`src/rtl/fpa_pkg.sv`:
```
// package with opcodes and the item type shared by the alu modules
`default_nettype none
package fpa_pkg;

  localparam int DATA_W = 32;
  localparam int OP_W   = 4;

  // opcodes of a request
  typedef enum logic [OP_W-1:0] {
    OP_ADD   = 4'd0,
    OP_SUB   = 4'd1,
    OP_MUL   = 4'd2,
    OP_DIV   = 4'd3,
    OP_MIN   = 4'd4,
    OP_MAX   = 4'd5,
    OP_INC   = 4'd6,
    OP_DEC   = 4'd7,
    OP_TOINT = 4'd8
  } op_t;

  // classified request as it travels from front to back
  typedef struct packed {
    logic [OP_W-1:0]          op;
    logic signed [DATA_W-1:0] a;
    logic signed [DATA_W-1:0] b;
    logic                     lt;
    logic                     eq;
    logic                     gt;
    logic                     dz;
  } fpa_item_t;

endpackage
`default_nettype wire

```
`src/rtl/fpa_queue.sv`:
```
// short queue between the front end and the execution back end
`default_nettype none
module fpa_queue #(
  parameter int DEPTH = 4
) (
  input  wire logic               clk,
  input  wire logic               rst,
  input  wire logic               push,
  input  wire fpa_pkg::fpa_item_t push_item,
  output logic                    room,
  output logic                    pop,
  output fpa_pkg::fpa_item_t      pop_item
);
  import fpa_pkg::*;

  localparam int AW = (DEPTH > 1) ? $clog2(DEPTH) : 1;
  localparam int CW = $clog2(DEPTH + 1);

  fpa_item_t     mem [DEPTH];
  logic [AW-1:0] wptr;
  logic [AW-1:0] rptr;
  logic [CW-1:0] count;

  // the back end drains a beat every cycle it can
  assign pop      = count != '0;
  assign pop_item = mem[rptr];
  // keep one place for the beat in the front register
  assign room     = (count + CW'(push)) <= CW'(DEPTH - 2);

  // storage
  always_ff @(posedge clk) begin
    if (push) begin
      mem[wptr] <= push_item;
    end
  end

  // pointers and fill level
  always_ff @(posedge clk) begin
    if (rst) begin
      wptr  <= '0;
      rptr  <= '0;
      count <= '0;
    end else begin
      if (push) begin
        wptr <= (wptr == AW'(DEPTH - 1)) ? '0 : wptr + 1'b1;
      end
      if (pop) begin
        rptr <= (rptr == AW'(DEPTH - 1)) ? '0 : rptr + 1'b1;
      end
      count <= count + CW'(push) - CW'(pop);
    end
  end

endmodule
`default_nettype wire

```
`config.mk`:
```
export PLATFORM = sky130hd
export DESIGN_NAME = fpa_queue
export DESIGN_NICKNAME = d
export VERILOG_FILES = /design/src/rtl/fpa_pkg.sv /design/src/rtl/fpa_queue.sv
export SDC_FILE = /design/constraint.sdc
export NUM_CORES = 1
export LEC_CHECK = 0
export ABC_AREA = 0
export ABC_CLOCK_PERIOD_IN_PS = 3800
export BUFFER_PORTS_ARGS = -buffer_cell sky130_fd_sc_hd__buf_2
export CORE_ASPECT_RATIO = 1.2
export CORE_MARGIN = 2
export CORE_UTILIZATION = 25
export DETAILED_ROUTE_END_ITERATION = 7
export GPL_ROUTABILITY_DRIVEN = 0
export GPL_TIMING_DRIVEN = 0
export PLACE_DENSITY = 0.46
export SLEW_MARGIN = 0
export SYNTH_ARGS = -nofsm -noshare
export SYNTH_HDL_FRONTEND = slang
export SYNTH_SLANG_ARGS = --single-unit
```
`constraint.sdc`:
```
create_clock -name clk -period 3.8 [get_ports clk]
set_input_delay 0.57 -clock clk [delete_from_list [all_inputs] [get_ports clk]]
set_output_delay 0.57 -clock clk [all_outputs]
set_load 0.01 [all_outputs]
```
==> impl_metrics.tcl <==
set metrics [dict create \
    groute.usage.overall 0.0972 \
    hold_viol 0 \
    finalWirelength_um 22300 \
    post_cts_resized 0 \
    stdcell_area_mm2 0.0135 \
    io_buffers 147 \
    std_cell_rows 83 \
    cap_violations 0 \
    slew_violations 0 \
    clock-sinks 297 \
    final_layout_size_suffix_gt1_frac 0.455 \
    rsz0062_at_grt "false" \
    setup-tns-final_ps 0 \
    start_util 0.254 \
    grt_pass1_vias 5573 \
    dp_hpwl_um 13800 \
    worst_setup_path_end_kind "output pin" \
    power.density_mw_per_mm2 666 \
    nNetsFinal 689 \
    highest_layer "met5" \
    grt_max_degree 47 \
    status "finished clean" \
    setup_ws_ps 830 \
    cp_top_family "buffers and inverters" \
    path_max_fanout 10 \
    swShare 0.260 \
    cts-hold-fix-buffers 0 \
    combPwrFrac 0.248 \
    viasPerCell 4.17 \
    syn-num-nets 506 \
    wire_per_inst_um 18.9 \
    setup_viol 0 \
    yosysTopAreaCell "edfxtp_1" \
    firstDrtPassIters 5 \
    min_period_ps 2970 \
    finalCritPeriodShare 0.782 \
    slowest_delay_ps 570 \
    fmax_ghz 0.337 \
    cts-root-buf "clkbuf_16" \
    clk_path_buf_depth 3 \
    met3WireLength_um 1280 \
    ys_top_cells_by_area "edfxtp_1 (79%), mux4_2 (14%), dfxtp_1 (1.6%), buf_12 (1.3%), ha_1 (1.0%)" \
    syn_to_final_growth_pct 23.2 \
    cts_setup_buffers 0 \
    crit_type "reg -> out" \
    cts_tree "yes" \
    core_area_mm2 0.0430 \
    synth-seq-area-share 0.808 \
    power.share.clock 0.327 \
    start_kind "register" \
    whs_ps 223 \
    ys_ff_latch 297 \
    slew_headroom 0.496 \
    ir_drop_v 0.000347 \
    dr_wl_met2_um 11400 \
    dpl_worst_slack_ps 1290 \
    antenna_left 0 \
    antenna_found_initial 2 \
    cp.arrival_ps 2400 \
    cp.required_ps 3230 \
    hold_path_class "in -> reg" \
    dieArea_mm2 0.0454 \
    synth-edff-count 288 \
    gr-total-overflow 0 \
    clock_skew_ps 5.39 \
    drt_iter0_drc 231 \
    io_pins 149 \
    path_buf_inv 3 \
    p_switching_mw 2.33 \
    clk_pin_slew_ps 60 \
    fp.dieH_um 233 \
    synth_top_area_frac 0.791 \
    syn_area_mm2 0.0109 \
    synthFlopType "edfxtp_1" \
    antennaDiodeCount 0 \
    clock_latency_ps 560 \
    power_mw 8.97 \
    avgSynthCellArea_um2 25.9 \
    path_cells "clkbuf_1 > buf_2 > mux4_2 > buf_2" \
    vias 4929 \
    dieWidth_um 195 \
    grt_pass1_wl_um 33100 \
    yosysWarnings 0 \
    place_area_mm2 0.0125 \
    syn_inst 422 \
    p_int_mw 6.64 \
    crit_top_cell "buf_2" \
    seq_power_share 0.424 \
    ys_types 23 \
    htreeDepth 1 \
    drcViolationCount 0 \
    numCtsBuffers 30 \
    tightest_slew_ps 756 \
    m1WireLength_um 9010 \
    async_flop_share 0 \
    slowest_stage "clkbuf_1" \
    p_leak_nw 4.49 \
]
## cells by family after synthesis
| group | share of synthesized area |
|---|---|
| xor+xnor | 0.000801 |
| simple gates | 0.00813 |
| compound gates | 0.00206 |
| mux | 0.152 |
| fa+ha+maj | 0.0103 |
| flops | 0.808 |
| buf+inv | 0.0191 |
## cell usage after synthesis, types with 3 or more instances
library cell and instances:
ha_1 9, a21oi_1 3, nor2_1 4, dfxtp_1 9
and2_1 4, mux4_2 70, inv_1 4, buf_2 7
edfxtp_1 288, buf_12 7
## cells in the final DEF, fill, tap and decap left out, types with 2 or more instances in the layout
master	Yosys	final
inv_1	4	4
clkbuf_16	0	31
mux2_2	2	2
nor2_1	4	4
clkinvlp_4	0	3
and2_4	0	4
buf_12	7	7
mux4_2	70	70
a21oi_1	3	3
clkinv_2	0	5
mux4_1	2	2
nor2b_1	2	2
edfxtp_1	288	288
clkinv_1	0	8
buf_2	7	154
ha_1	9	9
buf_16	0	4
bufinv_16	0	4
dfxtp_1	9	9
clkbuf_1	2	7
## power by group through the flow
stage                     registers (mW)  logic [mW]  clock network, mW
after floorplan                     3.87        1.49                  0
after global placement              3.88        2.26                  0
after detailed placement            3.88        2.31                  0
after CTS                           3.81        2.32               3.05
after global routing                3.82        2.41               3.17
final                               3.80        2.23               2.93
## registers in the layout, indices dropped and copies added (netlist names), named ones only
register	count
rptr	2
mem	288
wptr	2
count	3
## worst paths after layout
check                                    from            to  slack (ps)  depth (start not counted)
worst max-delay path                 register  pop_item[42]         830                          4
worst min-delay path            push_item[70]    mem[0][70]         220                          1
worst max register to register        wptr[1]    mem[1][51]        2010                          4
worst min register to register        wptr[0]       wptr[0]         530                          2
## routing by layer
metal	vias up	track usage
li1	2174	-
met1	2577	0.112
met2	135	0.174
met3	41	0.0244
met4	2	0.0375
met5	-	0
## metrics by stage
stage          utilization  std cells
3_5_place_dp         0.290       1125
3_3_place_gp         0.287       1121
6_report             0.313       1181
5_1_grt              0.313       1181
2_1_floorplan            -        422
4_1_cts              0.313       1181
## layout make-up
| type | count | area [um^2] |
|---|---|---|
| fill | 4122 | 29500 |
| sequential | 297 | 8830 |
| multi-input combinational | 104 | 1900 |
| timing repair buffer | 151 | 846 |
| clock buffer | 36 | 795 |
| tap | 552 | 691 |
| clock inverter | 20 | 198 |
| buffer | 17 | 194 |
| inverter | 4 | 15.0 |
Note: power is estimated with default switching activity, not from simulation.
