File: config.mk
export PLATFORM = sky130hd
export DESIGN_NAME = fpa_front
export DESIGN_NICKNAME = d
export VERILOG_FILES = /design/src/rtl/fpa_pkg.sv /design/src/rtl/fpa_front.sv
export SDC_FILE = /design/constraint.sdc
export NUM_CORES = 1
export LEC_CHECK = 0
export ABC_AREA = 1
export BUFFER_PORTS_ARGS = -buffer_cell sky130_fd_sc_hd__buf_2
export CORE_MARGIN = 1.5
export CORE_UTILIZATION = 46
export DETAILED_ROUTE_END_ITERATION = 6
export HOLD_SLACK_MARGIN = 0.15
export PLACE_DENSITY = 0.84
export SETUP_SLACK_MARGIN = 0.5
export SLEW_MARGIN = 15
export SYNTH_ARGS = -nofsm -noshare
export SYNTH_HDL_FRONTEND = slang
export SYNTH_SLANG_ARGS = --single-unit
File: constraint.sdc
create_clock -name clk -period 3.6 [get_ports clk]
set_input_delay 0.18 -clock clk [delete_from_list [all_inputs] [get_ports clk]]
set_output_delay 0.18 -clock clk [all_outputs]
set_load 0.03 [all_outputs]
File: src/rtl/fpa_pkg.sv
// package with opcodes and the item type shared by the alu modules
`default_nettype none
package fpa_pkg;

  localparam int DATA_W = 32;
  localparam int OP_W   = 4;

  // opcodes of a request
  typedef enum logic [OP_W-1:0] {
    OP_ADD   = 4'd0,
    OP_SUB   = 4'd1,
    OP_MUL   = 4'd2,
    OP_DIV   = 4'd3,
    OP_MIN   = 4'd4,
    OP_MAX   = 4'd5,
    OP_INC   = 4'd6,
    OP_DEC   = 4'd7,
    OP_TOINT = 4'd8
  } op_t;

  // classified request as it travels from front to back
  typedef struct packed {
    logic [OP_W-1:0]          op;
    logic signed [DATA_W-1:0] a;
    logic signed [DATA_W-1:0] b;
    logic                     lt;
    logic                     eq;
    logic                     gt;
    logic                     dz;
  } fpa_item_t;

endpackage
`default_nettype wire

File: src/rtl/fpa_front.sv
// front end: takes a request beat, compares the operands and flags divide by zero
`default_nettype none
module fpa_front (
  input  wire logic                          clk,
  input  wire logic                          rst,
  input  wire logic                          start,
  input  wire logic [fpa_pkg::OP_W-1:0]      req_type,
  input  wire logic signed [fpa_pkg::DATA_W-1:0] operand_a,
  input  wire logic signed [fpa_pkg::DATA_W-1:0] operand_b,
  input  wire logic                          room,
  output logic                               busy,
  output logic                               push,
  output fpa_pkg::fpa_item_t                 item
);
  import fpa_pkg::*;

  logic      accept;
  fpa_item_t item_next;

  // take a beat only while the queue has space for it
  assign busy   = !room;
  assign accept = start && !busy;

  // classify the request
  always_comb begin
    item_next.op = req_type;
    item_next.a  = operand_a;
    item_next.b  = operand_b;
    item_next.lt = operand_a < operand_b;
    item_next.eq = operand_a == operand_b;
    item_next.gt = operand_a > operand_b;
    item_next.dz = (req_type == OP_DIV) && (operand_b == '0);
  end

  // front register
  always_ff @(posedge clk) begin
    if (rst) begin
      push <= 1'b0;
    end else begin
      push <= accept;
    end
    item <= item_next;
  end

endmodule
`default_nettype wire

==> flow_metrics.py <==
metrics = {
    "status": {
        "status": "finished clean",
    },
    "layout": {
        "finalNetCount": 563,
        "insertedDiodeCount": 0,
        "final_layout_size_suffix_gt1_share_pct": 35.8,
        "syn_to_final_growth_pct": 69.7,
    },
    "cts": {
        "clockBufferDepth": 2,
        "post_cts_buffers": 0,
        "path_clk_slew_ns": 0.07,
        "cts_max_level": 3,
        "cts_tree": "done",
        "numCtsBuffers": 9,
        "cts-root-buf": "clkbuf_8",
        "clkSinkCount": 73,
    },
    "route": {
        "met2_length_um": 4150,
        "vias": 2435,
        "top_layer": "met4",
        "drc": 0,
        "first_pass_iters": 4,
        "wl_um": 7670,
        "drt_iter0_drc": 73,
        "drt-met1-wl_um": 2850,
        "wl_met3_um": 420,
        "antenna_left": 0,
        "wire_per_inst_um": 14.4,
        "avgViaCountPerCell": 4.56,
    },
    "logic_synthesis": {
        "yosys_warnings": 0,
        "synth_edf_count": 0,
        "synth_area_mm2": 0.00244,
        "synth-seq-cells": 73,
        "postSynthAreaPerCell_um2": 10.5,
        "synth_top_area_share_pct": 59.8,
        "synthAdderAreaFrac_pct": 16.4,
        "ys.flop_type": "dfxtp_1",
        "synthCells": 233,
        "yosysTopAreaCell": "dfxtp_1",
        "syn_nets": 337,
        "yosysMostFrequentCell": "dfxtp_1",
        "netlist_top_cells_count": "dfxtp_1, inv_1, ha_1, nand2_1, a21oi_1",
        "yosysUniqueCellTypes": 20,
        "synth_top_family_by_area": "adder cells",
        "synthSimpleGateAreaFrac_pct": 12.5,
        "synth_compound_area_share_pct": 4.91,
        "synth_mux_area_share_pct": 0,
        "yosysSeqAreaShare_pct": 59.8,
        "synth_xor_xnor_area_share_pct": 0,
        "async_flop_share_pct": 0,
        "yosys-top-cells-area": "dfxtp_1, ha_1, inv_1",
    },
    "power": {
        "power_density_mw_per_mm2": 444,
        "irDropWorstVdd_mv": 0.395,
        "leakagePower_nw": 2.22,
        "total_power_mw": 1.84,
    },
    "setup_path": {
        "endpoint_kind": "flip-flop",
        "worst-endpoint-arrival_ns": 2.04,
        "cpMaxStageDelayCell": "dlygate4sd3_1",
        "cp_cell_sequence": "dlygate4sd3_1 > buf_2 > inv_1 > ha_1 > a21oi_1 > o21ai_0 > a21oi_1 > nand2_1 > nand2_1 > nand3_1 > nand2_2 > nor2_2",
        "crit_fanout": 2,
        "crit_family": "buffers and inverters",
        "startpoint_type": "input pin",
        "critPathKind": "input pin to flip-flop",
        "worstPathBufferInverterCount": 3,
        "critPathMaxStageDelay_ns": 0.55,
        "required_ns": 3.82,
    },
    "hold_path": {
        "hold_depth": 2,
        "min_path_type": "input pin to flip-flop",
        "min_delay_worst_endpoint": "item[29]$_DFF_P_",
        "min-delay-start": "operand_b[25]",
    },
    "grt": {
        "grt_pass1_vias": 2712,
        "gr-total-overflow": 0,
        "antenna_found_initial": 0,
        "grt_max_degree": 12,
        "grt_use_total_pct": 27.3,
        "grt_pass1_wl_um": 12200,
    },
    "floorplan": {
        "start_util_pct": 47.9,
        "fp.dieW_um": 75.9,
        "num_rows": 26,
        "core_area_mm2": 0.00511,
        "io_pins": 146,
        "die_area_mm2": 0.00576,
        "dieHeight_um": 75.9,
    },
    "run": {
        "max_cap_violations": 0,
    },
    "timing": {
        "setup_violations": 0,
        "final.setup.tns_ns": 0,
        "relSlewSlack_pct": 78.5,
        "slew_viol_final": 0,
        "hold_viol": 0,
        "fin_crit_sh_pct": 50.6,
        "rsz0062_at_grt": "no",
        "worst_pin_slew_ns": 0.320,
        "fmax_mhz": 549,
        "min_period_ns": 1.82,
    },
    "placement": {
        "dp_hpwl_um": 4580,
        "globalplace.congestion": 0.717,
        "portBuffers": 145,
    },
}
per-stage QoR:
| stage | util (%) | setup slack, ns | instances | area [µm²] | hold WS (ns) |
|---|---|---|---|---|---|
| finish | 81.2 | 1.78 | 534 | 4150 | 0.487 |
| global route | 81.2 | 1.73 | 534 | 4150 | 0.483 |
| CTS | 81.2 | 1.84 | 534 | 4150 | 0.480 |
| detailed placement | 63.8 | 2.05 | 448 | 3260 | 0.297 |
| global placement | 63.8 | 2.10 | 448 | 3260 | 0.296 |
| floorplan | - | 2.32 | 233 | 2440 | 0.208 |
per-layer routing:
metal,vias up,track usage [%]
li1,1203,-
met1,1103,26.8
met2,106,52.6
met3,23,6.14
met4,0,14.6
met5,-,0
report_power, final:
| group | internal, mW | switching [mW] | total [mW] |
|---|---|---|---|
| logic | 0.148 | 0.209 | 0.357 |
| registers | 0.852 | 0.0117 | 0.864 |
| clock network | 0.338 | 0.284 | 0.622 |
area by class of cell:
class	instances	area [µm²]
fill	320	960
clock buffer	13	149
multi-input combinational	118	826
timing repair buffer	215	1430
tap	70	87.6
inverter	42	158
clock inverter	3	40.0
sequential	73	1460
worst max-delay path by stage:
stage | from | end | depth (start not counted)
after global routing | operand_b[11] | item[1]$_DFF_P_ | 13
after floorplan | operand_b[19] | item[1]$_DFF_P_ | 9
final | operand_b[13] | item[1]$_DFF_P_ | 12
after CTS | operand_b[11] | item[1]$_DFF_P_ | 12
after global placement | operand_b[13] | item[1]$_DFF_P_ | 11
after detailed placement | operand_b[13] | item[1]$_DFF_P_ | 11
registers in the layout, summed over array words and instances, names as in the netlist:
register	cells
item	72
push	1
timing repair:
item                                   in CTS  in global routing
gates resized for setup                     0                  0
endpoints found under the hold margin      70                  0
hold buffers                               70                  0
layout by cell type, fill, tap and decap left out, drive strengths merged, types with 3 or more instances in the layout:
cell type    netlist  routed
nor2              11      11
nand3              3       3
buf                0     145
inv               42      42
dlygate4sd3        0      70
o21ai              3       3
a21oi             14      14
nand4             10      10
dfxtp             73      73
nor3               5       5
nand2             34      34
ha                32      32
clkbuf             0      13
kinds of logic after synthesis:
kind of cell	Yosys count
DFF	73
and+or+nand+nor	65
buffers and inverters	42
adders and majority gates	32
AOI/OAI and AO/OA	21
(Power assumes the default switching activity.)
